$ cat config.mk
export PLATFORM = sky130hd
export DESIGN_NAME = tar_front
export DESIGN_NICKNAME = d
export VERILOG_FILES = /design/src/hw/rtl/tar_pkg.sv /design/src/hw/rtl/tar_front.sv
export SDC_FILE = /design/constraint.sdc
export NUM_CORES = 1
export LEC_CHECK = 0
export BUFFER_PORTS_ARGS = -buffer_cell sky130_fd_sc_hd__clkbuf_2
export CAP_MARGIN = 10
export CORE_AREA = 4 4 188 190
export DETAILED_ROUTE_END_ITERATION = 10
export DIE_AREA = 0 0 192 194
export HOLD_SLACK_MARGIN = 0.06
export PLACE_DENSITY = 0.54
export SLEW_MARGIN = 0
export SYNTH_ARGS = -nofsm -noshare
export SYNTH_HDL_FRONTEND = slang
export SYNTH_SLANG_ARGS = --single-unit
$ cat constraint.sdc
create_clock -name clk -period 10.4 [get_ports clk]
set_input_delay 1.04 -clock clk [delete_from_list [all_inputs] [get_ports clk]]
set_output_delay 1.04 -clock clk [all_outputs]
set_load 0.005 [all_outputs]
$ cat src/hw/rtl/tar_pkg.sv
`timescale 1ns / 1ps
// Shared types and widths for the tetrahedron aspect ratio tracker.
// No dependencies; every other file of the block depends on this package.
package tar_pkg;

    localparam int VERTS_PER_ELEMENT = 4;
    localparam int NUM_DIMS          = 3;
    localparam int COORD_W           = 32;
    localparam int RATIO_W           = 32;

    // Exact integer widths of the intermediate terms
    localparam int DIFF_W  = COORD_W + 1;          // coordinate difference
    localparam int L2_W    = 2 * COORD_W + 2;      // squared edge length
    localparam int C_W     = 2 * COORD_W + 2;      // cross product component, signed
    localparam int VV_W    = 2 * C_W;              // squared cross product norm
    localparam int DET_W   = C_W + COORD_W + 1;    // |six times volume|
    localparam int MP_W    = C_W + 2;              // multiplier operand, signed
    localparam int ACC_W   = VV_W + L2_W + 6;      // accumulator, signed
    localparam int ROOT_W  = 115;                  // square root result
    localparam int RAD_W   = 2 * ROOT_W;           // radicand
    localparam int PROD_W  = RAD_W - RATIO_W;      // bits of L2 * VV kept
    localparam int DIV_W   = DET_W + RATIO_W;      // divider working width
    localparam int STEP_W  = 7;                    // holds ROOT_W steps
    localparam int Q_DEPTH = 2;

    typedef logic signed [COORD_W-1:0] coord_t;

    typedef struct packed {
        logic signed [COORD_W-1:0] coord_x;
        logic signed [COORD_W-1:0] coord_y;
        logic signed [COORD_W-1:0] coord_z;
        logic                      mesh_end;
    } vertex_t;

    typedef struct packed {
        logic [RATIO_W-1:0] element_ratio;
        logic [RATIO_W-1:0] max_ratio;
        logic [RATIO_W-1:0] min_ratio;
        logic               degenerate;
        logic               final_element;
    } result_t;

    typedef enum logic {
        CMD_ELEMENT,
        CMD_CLEAR
    } cmd_kind_t;

    typedef struct packed {
        cmd_kind_t                                      kind;
        logic                                           mesh_end;
        logic [VERTS_PER_ELEMENT-1:0][NUM_DIMS-1:0][COORD_W-1:0] p;
    } element_t;

    typedef struct packed {
        logic start;
        logic clr;
        logic sub;
    } mac_cmd_t;

    typedef enum logic [2:0] {
        ST_IDLE,
        ST_ISSUE,
        ST_WAIT,
        ST_CHECK,
        ST_SQRT,
        ST_DIV_INIT,
        ST_DIV,
        ST_OUT
    } back_state_t;

    typedef enum logic [2:0] {
        PH_EDGE,
        PH_CROSS,
        PH_NORM,
        PH_DET,
        PH_PROD
    } phase_t;

endpackage

$ cat src/hw/rtl/tar_front.sv
`timescale 1ns / 1ps
// Front end: collects vertices and hands complete elements or mesh-end
// clear commands to the element queue. Depends on tar_pkg.
module tar_front (
    input  logic              clk,
    input  logic              rst_n,
    input  logic              push,
    output logic              full,
    input  tar_pkg::vertex_t  vertex,
    input  logic              q_full,
    output logic              q_push,
    output tar_pkg::element_t q_data
);
    import tar_pkg::*;

    logic [1:0] count_reg;
    logic [1:0] count_next;
    coord_t     store_reg [VERTS_PER_ELEMENT-1][NUM_DIMS];
    logic       accept;
    logic       last;

    assign full   = q_full;
    assign accept = push && !q_full;
    assign last   = (count_reg == 2'(VERTS_PER_ELEMENT - 1));
    assign q_push = accept && (last || vertex.mesh_end);

    always_comb
    begin
        q_data.kind     = last ? CMD_ELEMENT : CMD_CLEAR;
        q_data.mesh_end = vertex.mesh_end;
        for (int i = 0; i < VERTS_PER_ELEMENT - 1; i++)
        begin
            for (int d = 0; d < NUM_DIMS; d++)
            begin
                q_data.p[i][d] = store_reg[i][d];
            end
        end
        q_data.p[VERTS_PER_ELEMENT-1][0] = vertex.coord_x;
        q_data.p[VERTS_PER_ELEMENT-1][1] = vertex.coord_y;
        q_data.p[VERTS_PER_ELEMENT-1][2] = vertex.coord_z;
    end

    always_comb
    begin
        count_next = count_reg;
        if (accept)
        begin
            // drop a partial element at mesh end
            if (last || vertex.mesh_end)
                count_next = '0;
            else
                count_next = count_reg + 2'd1;
        end
    end

    always_ff @(posedge clk or negedge rst_n)
    begin
        if (!rst_n)
            count_reg <= '0;
        else
            count_reg <= count_next;
    end

    always_ff @(posedge clk)
    begin
        if (accept && !last)
        begin
            store_reg[count_reg][0] <= vertex.coord_x;
            store_reg[count_reg][1] <= vertex.coord_y;
            store_reg[count_reg][2] <= vertex.coord_z;
        end
    end

endmodule

==> impl_results.md <==
- Fraction of layout cells with a size suffix above 1: 0.632
- Clk Latency, worst-skew pair: 0.53 ns
- Chip height: 194 um
- Peak VDD IR: 0.122 mV
- Library cells used by synthesis: 11
- Post-Route WL: 22700 um
- Buf+Inv Stages, Crit Path: 3
- Antenna diodes: 0
- Initial antenna violation count: 0
- Nature of the critical path startpoint: primary input
- Leading cell type in the layout, fill and taps excluded: clkbuf_2
- Layout Area Growth over Synthesis: 33.6%
- Initial DRC count: 216
- Resized cells post-CTS: 0
- Switching share of power: 0.208
- Clock buffer depth: 3
- Clock slew at reported path FFs: 0.06 ns
- Biggest area consumer among synthesized cells: edfxtp_1
- Yosys top cell area share: 0.904
- Area of the multi-input gates: 136 sq um
- Setup Buffers After CTS: 0
- Synth area leaders: edfxtp_1 (90%), buf_4 (7.7%), dfrtp_1 (0.52%)
- Final setup violation count: 0
- CTS sink cnt: 290
- Syn Inst Count: 404
- GR Overflow Total: 0
- RSZ-0062 raised after global routing: no
- Pleak: 5.21 nW
- Hold_ws: 0.287 ns
- Most frequent CP cell: buf_4
- Internal: 0.00197 W
- CTS tree: built
- Slowest cell on the critical path: buf_4
- Slew margin rel.: 0.475
- Final Hold Viols: 0
- Finished Layout Cells: 1301
- CP Cell Sequence: clkbuf_2, nand2b_1, nor3b_2, buf_4, buf_4
- CP Capture Type: flop
- Most frequent cells in the layout: clkbuf_2 (488), edfxtp_1 (288), clkbuf_16 (29)
- CP Data Arrival Time: 2.94 ns
- Max Clock Freq: 0.359 GHz
- Reg2reg setup slack: 7.79 ns
- Number of global-route vias before repair: 4964
- Total track usage: 0.113
- Std cell rows: 67
- Nets: 936
- Setup CP Type: primary input to flop
- Final Max Tran Viols: 0
- Cell family with most CP delay: buffers and inverters
- CTS root buffer: clkbuf_16
- NetSw: 0.000516 W
- HPWL Detailed: 16600 um
- First-pass GRT wire length: 32200 um
- Core ar.: 33400 sq um
- Final worst-path setup slack: 7.62 ns
- Hold-fix buffers, CTS: 0
- Outcome: finished clean
- Vias/cell: 3.93
- Synthesized cell area: 9570 sq um
- Worst Tran Pin Value: 0.788 ns
- Cell total after placement: 1248
- Flops & latches, synth: 290
- Sequential cell area fraction in the yosys report: 0.909
- Worst EP required: 10.56 ns
- Clk pwr share: 0.388
- Crit share post-route: 0.268
- DIE WIDTH: 192 um
- Syn Nets: 509
- Drt pass-1 iters: 4
- Slowest cell delay on critical path: 0.65 ns
- Die area: 37200 sq um
- Max Cap Viol: 0
- Largest net degree at the start of global routing: 55
- Total CTS buffers: 29
- Seq pwr share: 0.549
- Ports: 489
- Storage cell area: 8700 sq um
- Routability cong.: 0.735
- Post-route DRC: 0
- Crit Path Max Fanout: 49
- Mean Syn Cell Area: 23.7 sq um
- Initial Utilization: 0.286
- Hold Crit Class: primary input to asynchronous set/reset pin
- Filler cells: 3146
- Post-route ant nets: 0
- H-tree Lvls: 1
- Max reg flops: 288
- Combinational fraction of design power: 0.063
- Clock Skews: 0.00848 ns
- Min cycle time layout: 2.78 ns
- PwrDens: 194 nW/um^2
- Vias post-DR: 5110
- Yosys Warn Count: 0
- Post-Place Setup Slack: 7.02 ns
- Setup TNS: 0 ns
- PortBufs: 488
- WL/cell: 17.5 um
[layer usage]
metal | track usage | share of wire
met5 | 0 | 0
met4 | 0.0362 | 0.031
met3 | 0.0375 | 0.099
met2 | 0.196 | 0.51
met1 | 0.131 | 0.36
[per-stage QoR]
| stage | area, sq um | power [W] | util |
|---|---|---|---|
| 2_1_floorplan | 9570 | 0.00147 | - |
| 3_3_place_gp | 11900 | 0.00155 | 0.356 |
| 3_5_place_dp | 11900 | 0.00155 | 0.356 |
| 4_1_cts | 12800 | 0.00253 | 0.382 |
| 5_1_grt | 12800 | 0.00259 | 0.382 |
| 6_report | 12800 | 0.00248 | 0.382 |
[path summary, 6_finish.rpt]
check / start / end / cells past startpoint
worst max-delay path: q_full / store_reg[1][12] / 5
worst min-delay path: rst_n / count_reg[0] / 1
worst max register to register: count_reg[1] / store_reg[1][12] / 4
worst min register to register: count_reg[1] / count_reg[1] / 1
max in group asynchronous: rst_n / count_reg[1] / 1
min in group clk: count_reg[1] / count_reg[1] / 1
[kinds of logic after synthesis]
family | Yosys count | share of synthesized area
fa+ha+maj | 4 | 0.00523
compound gates | 1 | 0.000916
buf+inv | 101 | 0.0781
mux | 1 | 0.00118
flops | 290 | 0.909
simple gates | 7 | 0.00536
[Yosys cell counts (all sizes together)]
master and n:
nor2 2, ha 4, buf 98, dfrtp 2
edfxtp 288, nand2b 1, a22o 1, nor3b 3
mux2 1, inv 3, nor4b 1
[worst reg2reg max path, cell delays in order, from the launching register on]
cell,delay [ns]
dfrtp_1,0.41
ha_1,0.30
nor3b_2,0.19
buf_4,0.55
buf_4,0.71
[power by group through the flow]
stage	clock, W	combinational [W]	sequential, W
2_1_floorplan	0	0.0000575	0.00141
3_3_place_gp	0	0.000162	0.00139
3_5_place_dp	0	0.000163	0.00139
4_1_cts	0.00100	0.000163	0.00136
5_1_grt	0.00105	0.000174	0.00137
6_report	0.000962	0.000157	0.00136
[layout make-up]
type	count	share of cell area
sequential	290	0.681
inverter	3	0.000881
multi-input combinational	13	0.0107
clock buffer	33	0.0580
tap	448	0.0439
timing repair buffer	494	0.195
clock inverter	20	0.0112
Note: power is estimated with default switching activity, not from simulation.
