<file path="config.mk">
export PLATFORM = sky130hd
export DESIGN_NAME = tar_queue
export DESIGN_NICKNAME = d
export VERILOG_FILES = /design/src/hw/rtl/tar_pkg.sv /design/src/hw/rtl/tar_queue.sv
export SDC_FILE = /design/constraint.sdc
export NUM_CORES = 1
export LEC_CHECK = 0
export BUFFER_PORTS_ARGS = -buffer_cell sky130_fd_sc_hd__buf_4
export CORE_AREA = 2 2 305 307
export DETAILED_ROUTE_END_ITERATION = 16
export DIE_AREA = 0 0 307 309
export GPL_TIMING_DRIVEN = 0
export PLACE_DENSITY_LB_ADDON = 0.1
export SLEW_MARGIN = 30
export SYNTH_ARGS = -nofsm -noshare
export SYNTH_HDL_FRONTEND = slang
export SYNTH_SLANG_ARGS = --single-unit
export TNS_END_PERCENT = 10
</file>
<file path="constraint.sdc">
create_clock -name clk -period 44.6 [get_ports clk]
set_input_delay 0 -clock clk [delete_from_list [all_inputs] [get_ports clk]]
set_output_delay 0 -clock clk [all_outputs]
set_load 0.02 [all_outputs]
</file>
<file path="src/hw/rtl/tar_pkg.sv">
`timescale 1ns / 1ps
// Shared types and widths for the tetrahedron aspect ratio tracker.
// No dependencies; every other file of the block depends on this package.
package tar_pkg;

    localparam int VERTS_PER_ELEMENT = 4;
    localparam int NUM_DIMS          = 3;
    localparam int COORD_W           = 32;
    localparam int RATIO_W           = 32;

    // Exact integer widths of the intermediate terms
    localparam int DIFF_W  = COORD_W + 1;          // coordinate difference
    localparam int L2_W    = 2 * COORD_W + 2;      // squared edge length
    localparam int C_W     = 2 * COORD_W + 2;      // cross product component, signed
    localparam int VV_W    = 2 * C_W;              // squared cross product norm
    localparam int DET_W   = C_W + COORD_W + 1;    // |six times volume|
    localparam int MP_W    = C_W + 2;              // multiplier operand, signed
    localparam int ACC_W   = VV_W + L2_W + 6;      // accumulator, signed
    localparam int ROOT_W  = 115;                  // square root result
    localparam int RAD_W   = 2 * ROOT_W;           // radicand
    localparam int PROD_W  = RAD_W - RATIO_W;      // bits of L2 * VV kept
    localparam int DIV_W   = DET_W + RATIO_W;      // divider working width
    localparam int STEP_W  = 7;                    // holds ROOT_W steps
    localparam int Q_DEPTH = 2;

    typedef logic signed [COORD_W-1:0] coord_t;

    typedef struct packed {
        logic signed [COORD_W-1:0] coord_x;
        logic signed [COORD_W-1:0] coord_y;
        logic signed [COORD_W-1:0] coord_z;
        logic                      mesh_end;
    } vertex_t;

    typedef struct packed {
        logic [RATIO_W-1:0] element_ratio;
        logic [RATIO_W-1:0] max_ratio;
        logic [RATIO_W-1:0] min_ratio;
        logic               degenerate;
        logic               final_element;
    } result_t;

    typedef enum logic {
        CMD_ELEMENT,
        CMD_CLEAR
    } cmd_kind_t;

    typedef struct packed {
        cmd_kind_t                                      kind;
        logic                                           mesh_end;
        logic [VERTS_PER_ELEMENT-1:0][NUM_DIMS-1:0][COORD_W-1:0] p;
    } element_t;

    typedef struct packed {
        logic start;
        logic clr;
        logic sub;
    } mac_cmd_t;

    typedef enum logic [2:0] {
        ST_IDLE,
        ST_ISSUE,
        ST_WAIT,
        ST_CHECK,
        ST_SQRT,
        ST_DIV_INIT,
        ST_DIV,
        ST_OUT
    } back_state_t;

    typedef enum logic [2:0] {
        PH_EDGE,
        PH_CROSS,
        PH_NORM,
        PH_DET,
        PH_PROD
    } phase_t;

endpackage

</file>
<file path="src/hw/rtl/tar_queue.sv">
`timescale 1ns / 1ps
// Short element queue between the front and back ends.
// Depends on tar_pkg for the entry type and depth.
module tar_queue (
    input  logic              clk,
    input  logic              rst_n,
    input  logic              push,
    input  tar_pkg::element_t wdata,
    output logic              full,
    input  logic              pop,
    output tar_pkg::element_t rdata,
    output logic              empty
);
    import tar_pkg::*;

    localparam int PTR_W = (Q_DEPTH > 1) ? $clog2(Q_DEPTH) : 1;
    localparam int CNT_W = $clog2(Q_DEPTH + 1);

    element_t         entry_reg [Q_DEPTH];
    logic [PTR_W-1:0] wr_ptr_reg, wr_ptr_next;
    logic [PTR_W-1:0] rd_ptr_reg, rd_ptr_next;
    logic [CNT_W-1:0] cnt_reg, cnt_next;
    logic             do_push;
    logic             do_pop;

    assign full    = (cnt_reg == CNT_W'(Q_DEPTH));
    assign empty   = (cnt_reg == '0);
    assign do_push = push && !full;
    assign do_pop  = pop && !empty;
    assign rdata   = entry_reg[rd_ptr_reg];

    always_comb
    begin
        wr_ptr_next = wr_ptr_reg;
        rd_ptr_next = rd_ptr_reg;
        cnt_next    = cnt_reg;
        if (do_push)
            wr_ptr_next = (wr_ptr_reg == PTR_W'(Q_DEPTH - 1)) ? '0 : wr_ptr_reg + 1'b1;
        if (do_pop)
            rd_ptr_next = (rd_ptr_reg == PTR_W'(Q_DEPTH - 1)) ? '0 : rd_ptr_reg + 1'b1;
        if (do_push && !do_pop)
            cnt_next = cnt_reg + 1'b1;
        else if (do_pop && !do_push)
            cnt_next = cnt_reg - 1'b1;
    end

    always_ff @(posedge clk or negedge rst_n)
    begin
        if (!rst_n)
        begin
            wr_ptr_reg <= '0;
            rd_ptr_reg <= '0;
            cnt_reg    <= '0;
        end
        else
        begin
            wr_ptr_reg <= wr_ptr_next;
            rd_ptr_reg <= rd_ptr_next;
            cnt_reg    <= cnt_next;
        end
    end

    always_ff @(posedge clk)
    begin
        if (do_push)
            entry_reg[wr_ptr_reg] <= wdata;
    end

endmodule

</file>
==> flow_summary.yaml <==
detailed_routing:
  drtPass1Iterations: 5
  drt-total-wl_um: 79250
  drt_iter0_drc: 760
  vias: 16210
  drc: 0
  antenna_left: 0
  routedWlPerCell_um: 21.00
  avgViaCountPerCell: 4.294
floorplan:
  core-area_mm2: 0.09139
  die_w_um: 307
  row_count: 111
  initial_utilization: 0.3083
  die-area_mm2: 0.09486
  ios: 778
  die_h_um: 309
hold_path:
  hold_path.class: "in2reg"
  min-delay-start: "wdata[51]"
  min_path_cells: 2
  hold_end: "entry_reg[1][51]"
setup_path:
  reg2reg_slack_ns: 42.18
  rr_worst_depth: 9
  cp-startpoint: "cnt_reg[0]"
  start_kind: "flip-flop"
  critPathTopFamily: "buffers and inverters"
  cp_slowest_stage_delay_ns: 0.43
  crit_top_cell: "buf_16"
  crit_required_ns: 44.94
  cp_slowest_cell: "dfrtp_1"
  endpoint_kind: "flip-flop"
  arrival_ns: 2.76
  timing.rr.start: "cnt_reg[0]"
  crit_fanout: 19
  crit_type: "reg2reg"
  path_buf_inv: 6
  reg2reg_to: "entry_reg[0][383]"
  path_cells: "nand2b_1, nand2_1, nor2_4, buf_16, buf_16, buf_16, buf_16, buf_16, buf_16"
clocking:
  post_cts_buffers: 0
  ctsResizeCount: 0
  clock_latency_ns: 0.63
  cts_buffers: 88
  tritoncts: "yes"
  root_buffer: "clkbuf_16"
  ctsHoldBuffers: 390
  clkTransAtPathRegs_ns: 0.06
  cts_htree_levels: 3
  clk_path_buf_depth: 3
  clkSinkCount: 776
finish:
  nets: 2903
  nFillCells: 7988
  area_delta_synth_final_pct: 53.14
  seq_area_mm2: 0.02328
  multiInputGateArea_mm2: 0.004448
  largest_reg_flops: 772
  final_layout_size_suffix_gt1_frac: 0.5292
placed_design:
  portBuffers: 777
  dp_hpwl_um: 57860
  routabilityCongestion: 0.7444
yosys:
  synth-simple-area-share: 0.0009769
  syn_area_per_cell_um2: 23.10
  ys_seq_area_frac: 0.8263
  syn-cell-area_mm2: 0.02818
  synth-compound-area-share: 0.0001776
  synth.net_count: 1611
  synth_area_leaders: "edfxtp_1 (82%), mux2_2 (15%), buf_6 (1.5%)"
  yosysWarnings: 0
  synth-seq-cells: 776
  netlist_instances: 1220
  synth_xor_area_frac: 0.001554
  ys_types: 14
  synth_top_family_by_area: "multiplexers"
  yosys.area.top_type: "edfxtp_1"
  synthMuxAreaShare: 0.1543
  synth_top_area_frac: 0.8227
  synthAdderAreaFrac: 0.0004440
grt:
  use_met3: 0.05145
  grtUsageTotal: 0.1610
  grt_max_degree: 44
  grt_pass1_vias: 17720
  grt_pass1_wl_um: 112500
  met2_usage: 0.2974
  top_usage_layer: "met2"
  met1_usage: 0.1718
  grt-ovfl-total: 0
  antenna_found_initial: 7
sta:
  period_minus_slack_ns: 2.417
  rsz0062_at_grt: "no"
  setup-tns-final_ns: 0
  holdWs_ns: 0.08486
  setup_viol: 0
  maxSlewViolCount: 0
  min_period_over_period: 0.05419
  slew_headroom: 0.7638
  timing_hold_violations_final: 0
  fmax_ghz: 0.4137
  worstMarginPinSlew_ns: 0.3544
  clock_skew_ns: 0.01579
status:
  status: "finished clean"
pwr:
  p_leak_nw: 16.17
  ir_drop_v: 0.00003735
  power_density_mw_per_mm2: 65.13
flow_run:
  maxCapViolCount: 0
cells in the final DEF (no fill, tap or decap), drive strengths merged:
master	instances
and3	1
buf	855
bufinv	9
clkbuf	114
clkinv	32
clkinvlp	2
dfrtp	4
diode	5
dlygate4sd3	390
edfxtp	772
ha	1
inv	6
mux2	386
nand2	1
nand2b	1
nor2	3
o21ai	1
xnor2	3
xor2	2
per-layer routing:
metal | wire length [um] | up-vias
met1 | 28470 | 8052
met2 | 42830 | 511
met3 | 5425 | 135
met5 | 42 | -
li1 | - | 7501
met4 | 2478 | 6
through the flow:
stage / instances / setup WS, ns / total power, mW / area, um^2 / utilization
2_1_floorplan: 1220 / 26.84 / 1.704 / 28180 / -
3_3_place_gp: 3183 / 15.62 / 2.212 / 35500 / 0.3884
3_5_place_dp: 3218 / 42.17 / 2.108 / 36400 / 0.3984
4_1_cts: 3769 / 42.15 / 2.863 / 43140 / 0.4721
5_1_grt: 3772 / 42.04 / 2.937 / 43150 / 0.4722
6_report: 3774 / 42.18 / 2.811 / 43150 / 0.4722
worst register-to-register path: cells and delay by family, from the launching register on:
| family | cells | cell delay [ns] |
|---|---|---|
| flip-flops | 1 | 0.43 |
| AND/OR/NAND/NOR | 3 | 0.58 |
| buffers and inverters | 6 | 1.09 |
logic make-up after synthesis:
family | after synthesis
xor+xnor | 5
flops | 776
fa+ha+maj | 1
buf+inv | 45
mux | 386
simple gates | 6
compound gates | 1
synth_stat cells:
cell        n
buf_6      38
nor2_1      3
o21ai_0     1
inv_1       2
buf_2       5
edfxtp_1  772
and3_1      1
xnor2_1     3
mux2_2    386
nand2_1     1
nand2b_1    1
xor2_1      2
ha_1        1
dfrtp_1     4
layout make-up:
cell class,instances,share of cell area
multi-input combinational,399,0.1031
clock buffer,114,0.05477
antenna,5,0.0002899
buffer,43,0.01050
tap,1186,0.03439
sequential,776,0.5395
clock inverter,47,0.01087
timing repair buffer,1202,0.2464
inverter,2,0.0001740
worst max-delay path by stage:
stage | endpoint | slack, ns | cells past startpoint
6_report | entry_reg[0][383] | 42.18 | 9
5_1_grt | entry_reg[0][383] | 42.04 | 9
4_1_cts | entry_reg[0][20] | 42.15 | 9
3_5_place_dp | entry_reg[0][20] | 42.17 | 9
3_3_place_gp | entry_reg[0][215] | 15.62 | 3
2_1_floorplan | entry_reg[0][0] | 26.84 | 3
where the power goes:
part	leakage, nW	switching [mW]	internal (mW)	total (mW)
Combinational	7.57	0.589	0.488	1.08
Sequential	7.22	0.0299	0.993	1.02
Clock	1.39	0.285	0.426	0.710
No activity file was read; power rests on OpenSTA's default activity.
